--- config.mk ---
export PLATFORM = sky130hd
export DESIGN_NAME = modular_exponentiation_unit
export DESIGN_NICKNAME = d
export VERILOG_FILES = /design/src/mexp_pkg.sv /design/src/mexp_modmul.sv /design/src/modular_exponentiation_unit.sv
export SDC_FILE = /design/constraint.sdc
export NUM_CORES = 1
export LEC_CHECK = 0
export ABC_AREA = 0
export BUFFER_PORTS_ARGS = -buffer_cell sky130_fd_sc_hd__buf_2
export CORE_MARGIN = 4
export CORE_UTILIZATION = 50
export CTS_CLUSTER_SIZE = 30
export DETAILED_ROUTE_END_ITERATION = 8
export PLACE_DENSITY = 0.68
export SYNTH_ARGS = -nofsm -noshare
export SYNTH_HDL_FRONTEND = slang
export SYNTH_HIERARCHICAL = 1
export SYNTH_SLANG_ARGS = --single-unit
--- constraint.sdc ---
create_clock -name clk -period 8.6 [get_ports clk]
set_clock_uncertainty 0.15 [all_clocks]
set_input_delay 0.43 -clock clk [delete_from_list [all_inputs] [get_ports clk]]
set_output_delay 0.43 -clock clk [all_outputs]
set_load 0.02 [all_outputs]
--- src/mexp_pkg.sv ---
// shared types and constants for the modular exponentiation unit
`default_nettype none
package mexp_pkg;

	localparam int MEXP_WIDTH = 32;
	localparam int FIELD_W    = 32;
	localparam int CFG_IDX_W  = 1;

	typedef logic [CFG_IDX_W-1:0] cfg_idx_t;

	localparam cfg_idx_t REG_EXPONENT = 1'b0;
	localparam cfg_idx_t REG_MODULUS  = 1'b1;

	typedef enum logic [2:0] {
		ST_IDLE,
		ST_RED,
		ST_BIT,
		ST_MUL,
		ST_SQR,
		ST_DONE
	} mexp_state_t;

	typedef struct packed {
		logic busy;
		logic done;
	} mexp_mm_stat_t;

endpackage
`default_nettype wire

--- src/mexp_modmul.sv ---
// bit-serial shift-add-reduce modular multiplier, one multiplier bit per cycle
`default_nettype none
module mexp_modmul
	import mexp_pkg::*;
#(
	parameter int WIDTH = MEXP_WIDTH
) (
	input  wire logic               clk,
	input  wire logic               arst_n,
	input  wire logic               start,
	input  wire logic [WIDTH-1:0]   x,
	input  wire logic [WIDTH-1:0]   y,
	input  wire logic [WIDTH-1:0]   m,
	output mexp_mm_stat_t           stat,
	output logic      [WIDTH-1:0]   res
);

	localparam int CW = $clog2(WIDTH);

	logic [WIDTH-1:0] r_q;
	logic [WIDTH-1:0] x_q;
	logic [WIDTH-1:0] y_q;
	logic [CW-1:0]    cnt_q;
	logic             busy_q;
	logic             done_q;

	logic [WIDTH+1:0] sum;
	logic [WIDTH+1:0] m1;
	logic [WIDTH+1:0] m2;
	logic [WIDTH-1:0] r_next;

	// r < m and y <= m + 1, so 2r + y stays below 3m
	assign m1  = {2'b00, m};
	assign m2  = {1'b0, m, 1'b0};
	assign sum = {1'b0, r_q, 1'b0} + (x_q[WIDTH-1] ? {2'b00, y_q} : '0);

	always_comb begin
		priority if (sum >= m2) begin
			r_next = WIDTH'(sum - m2);
		end else if (sum >= m1) begin
			r_next = WIDTH'(sum - m1);
		end else begin
			r_next = WIDTH'(sum);
		end
	end

	always_ff @(posedge clk or negedge arst_n) begin
		if (!arst_n) begin
			busy_q <= 1'b0;
			done_q <= 1'b0;
			cnt_q  <= '0;
		end else begin
			done_q <= 1'b0;
			if (start) begin
				busy_q <= 1'b1;
				cnt_q  <= CW'(WIDTH - 1);
			end else if (busy_q) begin
				cnt_q <= cnt_q - CW'(1);
				if (cnt_q == '0) begin
					busy_q <= 1'b0;
					done_q <= 1'b1;
				end
			end
		end
	end

	always_ff @(posedge clk) begin
		if (start) begin
			r_q <= '0;
			x_q <= x;
			y_q <= y;
		end else if (busy_q) begin
			r_q <= r_next;
			x_q <= {x_q[WIDTH-2:0], 1'b0};
		end
	end

	assign stat.busy = busy_q;
	assign stat.done = done_q;
	assign res       = r_q;

endmodule
`default_nettype wire

--- src/modular_exponentiation_unit.sv ---
// top level: right-to-left square-and-multiply modular exponentiation
//
// message_value is taken on a message_valid/message_ready beat; power_result
// leaves on a result_valid/result_ready beat. exponent and modulus are set
// through cfg_we/cfg_index/cfg_data; the user must write them only while the
// unit is idle, which the unit itself does not enforce. one item is worked on
// at a time: message_ready is high only when the sequencer is idle. an item
// costs one reduction pass of the message, then for each exponent bit up to
// the highest set bit an ST_BIT step plus the modular multiplies: a multiply
// for a set bit, a square for every bit but the highest. short exponents
// need fewer multiplies. a zero modulus gives 0 with no multiply.
// the result sits in an output register; while it waits on a stalled
// receiver the next item runs, then holds in the sequencer, and no new beat
// is taken until the waiting result has gone.
// reset clears the sequencer and the output valid flag and sets exponent and
// modulus to 1.
`default_nettype none
module modular_exponentiation_unit
	import mexp_pkg::*;
#(
	parameter int WIDTH = MEXP_WIDTH
) (
	input  wire logic               clk,
	input  wire logic               arst_n,
	input  wire logic               cfg_we,
	input  wire cfg_idx_t           cfg_index,
	input  wire logic [FIELD_W-1:0] cfg_data,
	input  wire logic               message_valid,
	output logic                    message_ready,
	input  wire logic [FIELD_W-1:0] message_value,
	output logic                    result_valid,
	input  wire logic               result_ready,
	output logic      [FIELD_W-1:0] power_result
);

	mexp_state_t      state_q;
	mexp_state_t      state_d;

	logic [WIDTH-1:0] exponent_q;
	logic [WIDTH-1:0] modulus_q;
	logic [WIDTH-1:0] e_q;
	logic [WIDTH-1:0] acc_q;
	logic [WIDTH-1:0] b_q;
	logic [FIELD_W-1:0] power_result_q;
	logic             res_valid_q;

	logic             mm_start;
	logic [WIDTH-1:0] mm_x;
	logic [WIDTH-1:0] mm_y;
	logic [WIDTH-1:0] mm_res;
	mexp_mm_stat_t    mm_stat;

	logic             accept;
	logic             mod_zero;
	logic             e_rest_zero;
	logic             hand_over;

	assign accept      = message_valid && message_ready;
	assign mod_zero    = (modulus_q == '0);
	assign e_rest_zero = (e_q[WIDTH-1:1] == '0);
	assign hand_over   = !res_valid_q || result_ready;

	mexp_modmul #(
		.WIDTH (WIDTH)
	) u_modmul (
		.clk    (clk),
		.arst_n (arst_n),
		.start  (mm_start),
		.x      (mm_x),
		.y      (mm_y),
		.m      (modulus_q),
		.stat   (mm_stat),
		.res    (mm_res)
	);

	// next state
	always_comb begin
		state_d = state_q;
		unique case (state_q)
			ST_IDLE: begin
				if (message_valid) begin
					state_d = mod_zero ? ST_DONE : ST_RED;
				end
			end
			ST_RED: begin
				if (mm_stat.done) begin
					state_d = (mm_res == '0 || e_q == '0) ? ST_DONE : ST_BIT;
				end
			end
			ST_BIT: begin
				state_d = e_q[0] ? ST_MUL : ST_SQR;
			end
			ST_MUL: begin
				if (mm_stat.done) begin
					state_d = e_rest_zero ? ST_DONE : ST_SQR;
				end
			end
			ST_SQR: begin
				if (mm_stat.done) begin
					state_d = e_rest_zero ? ST_DONE : ST_BIT;
				end
			end
			ST_DONE: begin
				if (hand_over) begin
					state_d = ST_IDLE;
				end
			end
			default: state_d = ST_IDLE;
		endcase
	end

	// outputs of the sequencer
	always_comb begin
		message_ready = (state_q == ST_IDLE);
		mm_start      = 1'b0;
		mm_x          = b_q;
		mm_y          = b_q;
		unique case (state_q)
			ST_IDLE: begin
				mm_start = message_valid && !mod_zero;
				mm_x     = message_value[WIDTH-1:0];
				mm_y     = WIDTH'(1);
			end
			ST_BIT: begin
				mm_start = 1'b1;
				mm_x     = e_q[0] ? acc_q : b_q;
			end
			ST_MUL: begin
				mm_start = mm_stat.done && !e_rest_zero;
			end
			ST_RED, ST_SQR, ST_DONE: begin
				mm_start = 1'b0;
			end
			default: mm_start = 1'b0;
		endcase
	end

	always_ff @(posedge clk or negedge arst_n) begin
		if (!arst_n) begin
			state_q     <= ST_IDLE;
			exponent_q  <= WIDTH'(1);
			modulus_q   <= WIDTH'(1);
			res_valid_q <= 1'b0;
		end else begin
			state_q <= state_d;
			if (cfg_we) begin
				unique case (cfg_index)
					REG_EXPONENT: exponent_q <= cfg_data[WIDTH-1:0];
					REG_MODULUS:  modulus_q  <= cfg_data[WIDTH-1:0];
					default:      exponent_q <= exponent_q;
				endcase
			end
			if (res_valid_q && result_ready) begin
				res_valid_q <= 1'b0;
			end
			if (state_q == ST_DONE && hand_over) begin
				res_valid_q <= 1'b1;
			end
		end
	end

	always_ff @(posedge clk) begin
		if (accept) begin
			e_q <= exponent_q;
			if (mod_zero) begin
				acc_q <= '0;
			end
		end
		if (state_q == ST_RED && mm_stat.done) begin
			b_q   <= mm_res;
			acc_q <= (mm_res == '0) ? '0 : WIDTH'(1);
		end
		if (state_q == ST_MUL && mm_stat.done) begin
			acc_q <= mm_res;
		end
		if (state_q == ST_SQR && mm_stat.done) begin
			b_q <= mm_res;
			e_q <= {1'b0, e_q[WIDTH-1:1]};
		end
		if (state_q == ST_DONE && hand_over) begin
			power_result_q <= FIELD_W'(acc_q);
		end
	end

	assign result_valid = res_valid_q;
	assign power_result = power_result_q;

	a_idle_mm_quiet: assert property (@(posedge clk) disable iff (!arst_n)
		(state_q == ST_IDLE) |-> !mm_stat.busy)
		else $error("multiplier busy while sequencer idle");

	a_done_in_wait: assert property (@(posedge clk) disable iff (!arst_n)
		mm_stat.done |-> (state_q == ST_RED || state_q == ST_MUL || state_q == ST_SQR))
		else $error("multiplier finished outside a wait state");

	a_res_reduced: assert property (@(posedge clk) disable iff (!arst_n)
		(mm_stat.done && !mod_zero) |-> (mm_res < modulus_q))
		else $error("multiplier result not reduced");

	a_start_idle_mm: assert property (@(posedge clk) disable iff (!arst_n)
		mm_start |-> !mm_stat.busy)
		else $error("multiplier restarted while busy");

endmodule
`default_nettype wire

Yosys cells after proc, flatten, opt, wreduce, memory -nomap -nowiden
Index checks and enable logic that the tools add are counted.

Add/sub/neg operators: 4. Reductions and logical operators: 29. Magnitude comparators: 2. Bitwise gates (word level): 1. Multiplexer cells: 38. Equality and inequality tests: 10.

Operators with widths (count): $mux W32 (12); $logic_not A32 Y1 (3); $pmux W32 S2 (1); $sub A32 B32 Y32 (2); $mux W31 (2); $add A33 B32 Y34 (1); $ge A34 B32 Y1 (1); $ge A34 B33 Y1 (1); $logic_not A31 Y1 (1); $mux W3 (9); $pmux W3 S6 (1); $mux W1 (10); $mux W5 (2); $logic_and A1 B1 Y1 (8); $reduce_bool A2 Y1 (4); $eq A3 B2 Y1 const B (2); $eq A3 B3 Y1 const B (2); $ne A2 B1 Y1 const B (3); $reduce_and A2 Y1 (3); $reduce_bool A3 Y1 (2); $logic_not A5 Y1 (1); $reduce_and A5 Y1 (1); $sub A5 B1 Y5 const B (1); $ne A2 B2 Y1 const B (2); other kinds (6) (9).

Input bits: 70. Word-level logic and storage cells: 99. Register bits after elaboration: 299.

Longest topological paths before layout
Depth after elaboration: 5. Depth in mapped cells: 25.

Hierarchy
The synthesis kept the hierarchy.

By module, submodules not included: mexp_modmul (cells an instance 1042, times used 1, seq. area each 2737.6 µm², area an instance 9342.7 µm²); modular_exponentiation_unit (cells an instance 619, times used 1, seq. area each 5537.8 µm², area an instance 8480.6 µm²).

Worst setup path before layout
Ideal clock, no wire load.

Kind: flip-flop to flip-flop. Start: register u_modmul.x_q[31]. End: register u_modmul.r_q[30] (netlist: u_modmul/res[30]). Library setup time: 0.094 ns. Setup slack: 3.156 ns. Arrival: 5.200 ns. Stages on the path, launching flop included: 23. Clock period less this slack: 5.444 ns. Cells stage by stage: edfxtp_1 clkbuf_1 and2_1 ha_1 nor2b_4 o31a_1 o41a_1 a31oi_1 o21a_1 o21ai_0 xnor2_1 inv_1 ha_1 a211o_1 a21oi_1 a21bo_2 o21ai_0 o21ai_1 nor2_1 or4_4 nor2_8 mux2_2 o32ai_1.

Cells in the longest elaborated chain, start to end: 5. Elaborated cells on any way between the ends: 8.

Ends and longest elaborated chain: from (decl) (line mexp_modmul.sv:21) `logic [WIDTH-1:0] x_q;`; from (signal assigned) (line mexp_modmul.sv:74) `x_q <= {x_q[WIDTH-2:0], 1'b0};`; $mux W32 * (line mexp_modmul.sv:35) `assign sum = {1'b0, r_q, 1'b0} + (x_q[WIDTH-1] ? {2'b00, y_q} : '0);`; $add A33 B32 Y34 * (line mexp_modmul.sv:35); $sub A32 B32 Y32 / $ge A34 B32 Y1 (equally long branches) (line mexp_modmul.sv:41, mexp_modmul.sv:40); $mux W32 (line mexp_modmul.sv:40) `end else if (sum >= m1) begin`; $mux W32 * (line mexp_modmul.sv:38) `priority if (sum >= m2) begin`; to (signal assigned) (line mexp_modmul.sv:73) `r_q <= r_next;`; to (decl) (line mexp_modmul.sv:20) `logic [WIDTH-1:0] r_q;`.

Mark *: on every way between the ends. The rest lies on a longest branch, timed or not. A chain may end at the register's enable or synchronous reset.

Worst setup path in the final report
Start: register u_modmul.x_q[31]. End: register u_modmul.r_q[12] (netlist: u_modmul/res[12]).

Same word-level chain as after synthesis.

==> run_results.csv <==
group,metric,value,unit
status,run_status,"finished, final reports clean",
floorplan,row_count,68,
worst_setup_path,path_class,"reg2reg",
drt,vias,13500,
logic_synthesis,ys_warn_count,6,
final_layout,final_core_util,58.3,%
floorplan,die_area,0.0387,mm²
global_routing,grt_util_all_layers,23.5,%
sta,worst_slew_pin_slew,1.01,ns
sta,timing.hold.ws,0.0353,ns
placement,gp_congestion,0.944,
final_layout,layout_common_cells,"edfxtp_1 (191), a21oi_1 (131), buf_2 (102)",
final_layout,final_nets,1953,
clock_tree,clock_latency,0.55,ns
worst_setup_path,cp.required,8.87,ns
floorplan,io_pins,104,
floorplan,core-area,0.0349,mm²
final_layout,synthToLayoutAreaGrowth,14.1,%
clock_tree,cts_tree,"yes",
placement,place_area,0.0188,mm²
global_routing,grt_pass1_wl,73500,µm
worst_setup_path,crit_path_end_kind,"register",
drt,wl,46100,µm
floorplan,die_x,197,µm
final_layout,final_area,0.0203,mm²
clock_tree,post_cts.repair.setup_buffers,0,
drt,wl_per_cell,20.4,µm
floorplan,die_h,197,µm
clock_tree,cts.path.max_buffers,3,
worst_setup_path,critPathArrivalTime,7.33,ns
sta,hold_viol_final,0,
sta,finalCritPeriodShare,82.0,%
clock_tree,root_buffer,"clkbuf_16",
flow_run,drv_cap,0,
final_layout,fill_cells,2938,
clock_tree,clkSlewWorstSetupHoldPaths,0.06,ns
sta,period_needed,7.05,ns
sta,fmax,142,MHz
global_routing,grt_max_degree,76,
clock_tree,clock-sinks,299,
drt,via_per_inst,5.97,
placement,portBuffers,103,
global_routing,antenna_found_initial,1,
placement,dp_hpwl,33800,µm
final_layout,diodes,0,
drt,ant_nets,0,
drt,dr.first_iter.drc_count,1258,
sta,rsz0062_at_grt,"false",
worst_setup_path,crit_fanout,32,
floorplan,start_util,51.1,%
sta,setup_viol,0,
clock_tree,htree_levels,2,
sta,setup_tns,0,ns
global_routing,grt_pass1_vias,13200,
logic_synthesis,synthCells,1660,
global_routing,grt_overflow,0,
drt,drc_errors,0,
sta,maxSlewHeadroom,32.5,%
logic_synthesis,syn_nets,1830,
drt,drt_pass1_iterations,5,
sta,slew_viol_final,0,
logic_synthesis,mappedNetlistArea,0.0178,mm²
logic_synthesis,postSynthAreaPerCell,10.7,µm²
hold_path,hp-class,"in2reg",
clock_tree,cts_made_buffers,35,
final_layout,drive_gt1_share,17.6,%
worst_setup_path,startpoint_type,"register",
final_layout,layout_commonest_cell,"edfxtp_1",
-- metal layers --
metal	GRT usage, %	wire length [µm]	up-vias
met2	35.3	20000	490
met3	2.89	2910	71
li1	-	-	6474
met4	7.24	1290	0
met5	0	0	-
met1	35.8	21900	6489
-- final cells by class --
| type | instances | area [µm²] | area share [%] |
|---|---|---|---|
| clock inverters | 21 | 295 | 1.45 |
| repair buffers | 155 | 988 | 4.86 |
| flip-flops and latches | 299 | 8280 | 40.7 |
| well taps | 455 | 569 | 2.80 |
| inverters | 66 | 248 | 1.22 |
| multi-input cells | 1226 | 9020 | 44.4 |
| clock buffers | 42 | 933 | 4.59 |
-- sequential cells by signal (all words and copies together) (netlist names) --
name             count
acc_q               32
u_modmul/done_q      1
u_modmul/cnt_q       5
power_result        32
result_valid         1
modulus_q           32
u_modmul/x_q        32
e_q                 32
state_q              3
u_modmul/res        32
b_q                 32
u_modmul/y_q        32
exponent_q          32
u_modmul/busy_q      1
-- worst max-delay path: stages, from the launching register on --
cell and delay (ns):
edfxtp_1 0.86, and2_1 0.24, ha_1 0.18, inv_1 0.06, fa_1 0.43, nor2b_4 0.13
o31a_1 0.19, o41a_1 0.26, a311oi_1 0.17, o31ai_1 0.37, nand2_1 0.14, nand2_1 0.10
xor2_1 0.34, ha_1 0.37, and4_1 0.25, and3_1 0.20, and3_1 0.17, a311o_1 0.35
a21o_1 0.18, a311oi_1 0.44, nand2_1 0.10, buf_4 0.20, nand2_1 0.49, nor2_1 0.13
a2111oi_0 0.40
-- what timing repair did --
| action | 4_1_cts | 5_1_grt |
|---|---|---|
| hold endpoints to repair | 135 | 0 |
| gates resized for setup | 0 | 0 |
| hold buffers | 32 | 0 |
-- final timing paths --
path / slack [ns] / from / cells past startpoint / to
worst max-delay path: 1.55 / u_modmul/x_q[31]$_DFFE_PP_ / 24 / u_modmul/res[12]$_SDFFE_PP0P_
worst min-delay path: 0.04 / cfg_data[25] / 2 / modulus_q[25]$_DFFE_PN0P_
worst max register to register: 1.55 / u_modmul/x_q[31]$_DFFE_PP_ / 24 / u_modmul/res[12]$_SDFFE_PP0P_
worst min register to register: 0.29 / acc_q[30]$_SDFFCE_PN0P_ / 0 / power_result[30]$_DFFE_PP_
max in group asynchronous: 7.26 / arst_n / 2 / exponent_q[6]$_DFFE_PN0P_
min in group asynchronous: 0.42 / arst_n / 2 / exponent_q[26]$_DFFE_PN0P_
-- through the flow --
step / worst slack, ns / instances
floorplan: 3.16 / 1660
global placement: 1.90 / 2169
detailed placement: 1.60 / 2169
CTS: 1.58 / 2264
global route: 1.01 / 2264
finish: 1.55 / 2264
Power is left out: the tool's default activity adds up to more than one toggle a clock period on the data nets, which glitch-free logic cannot reach.
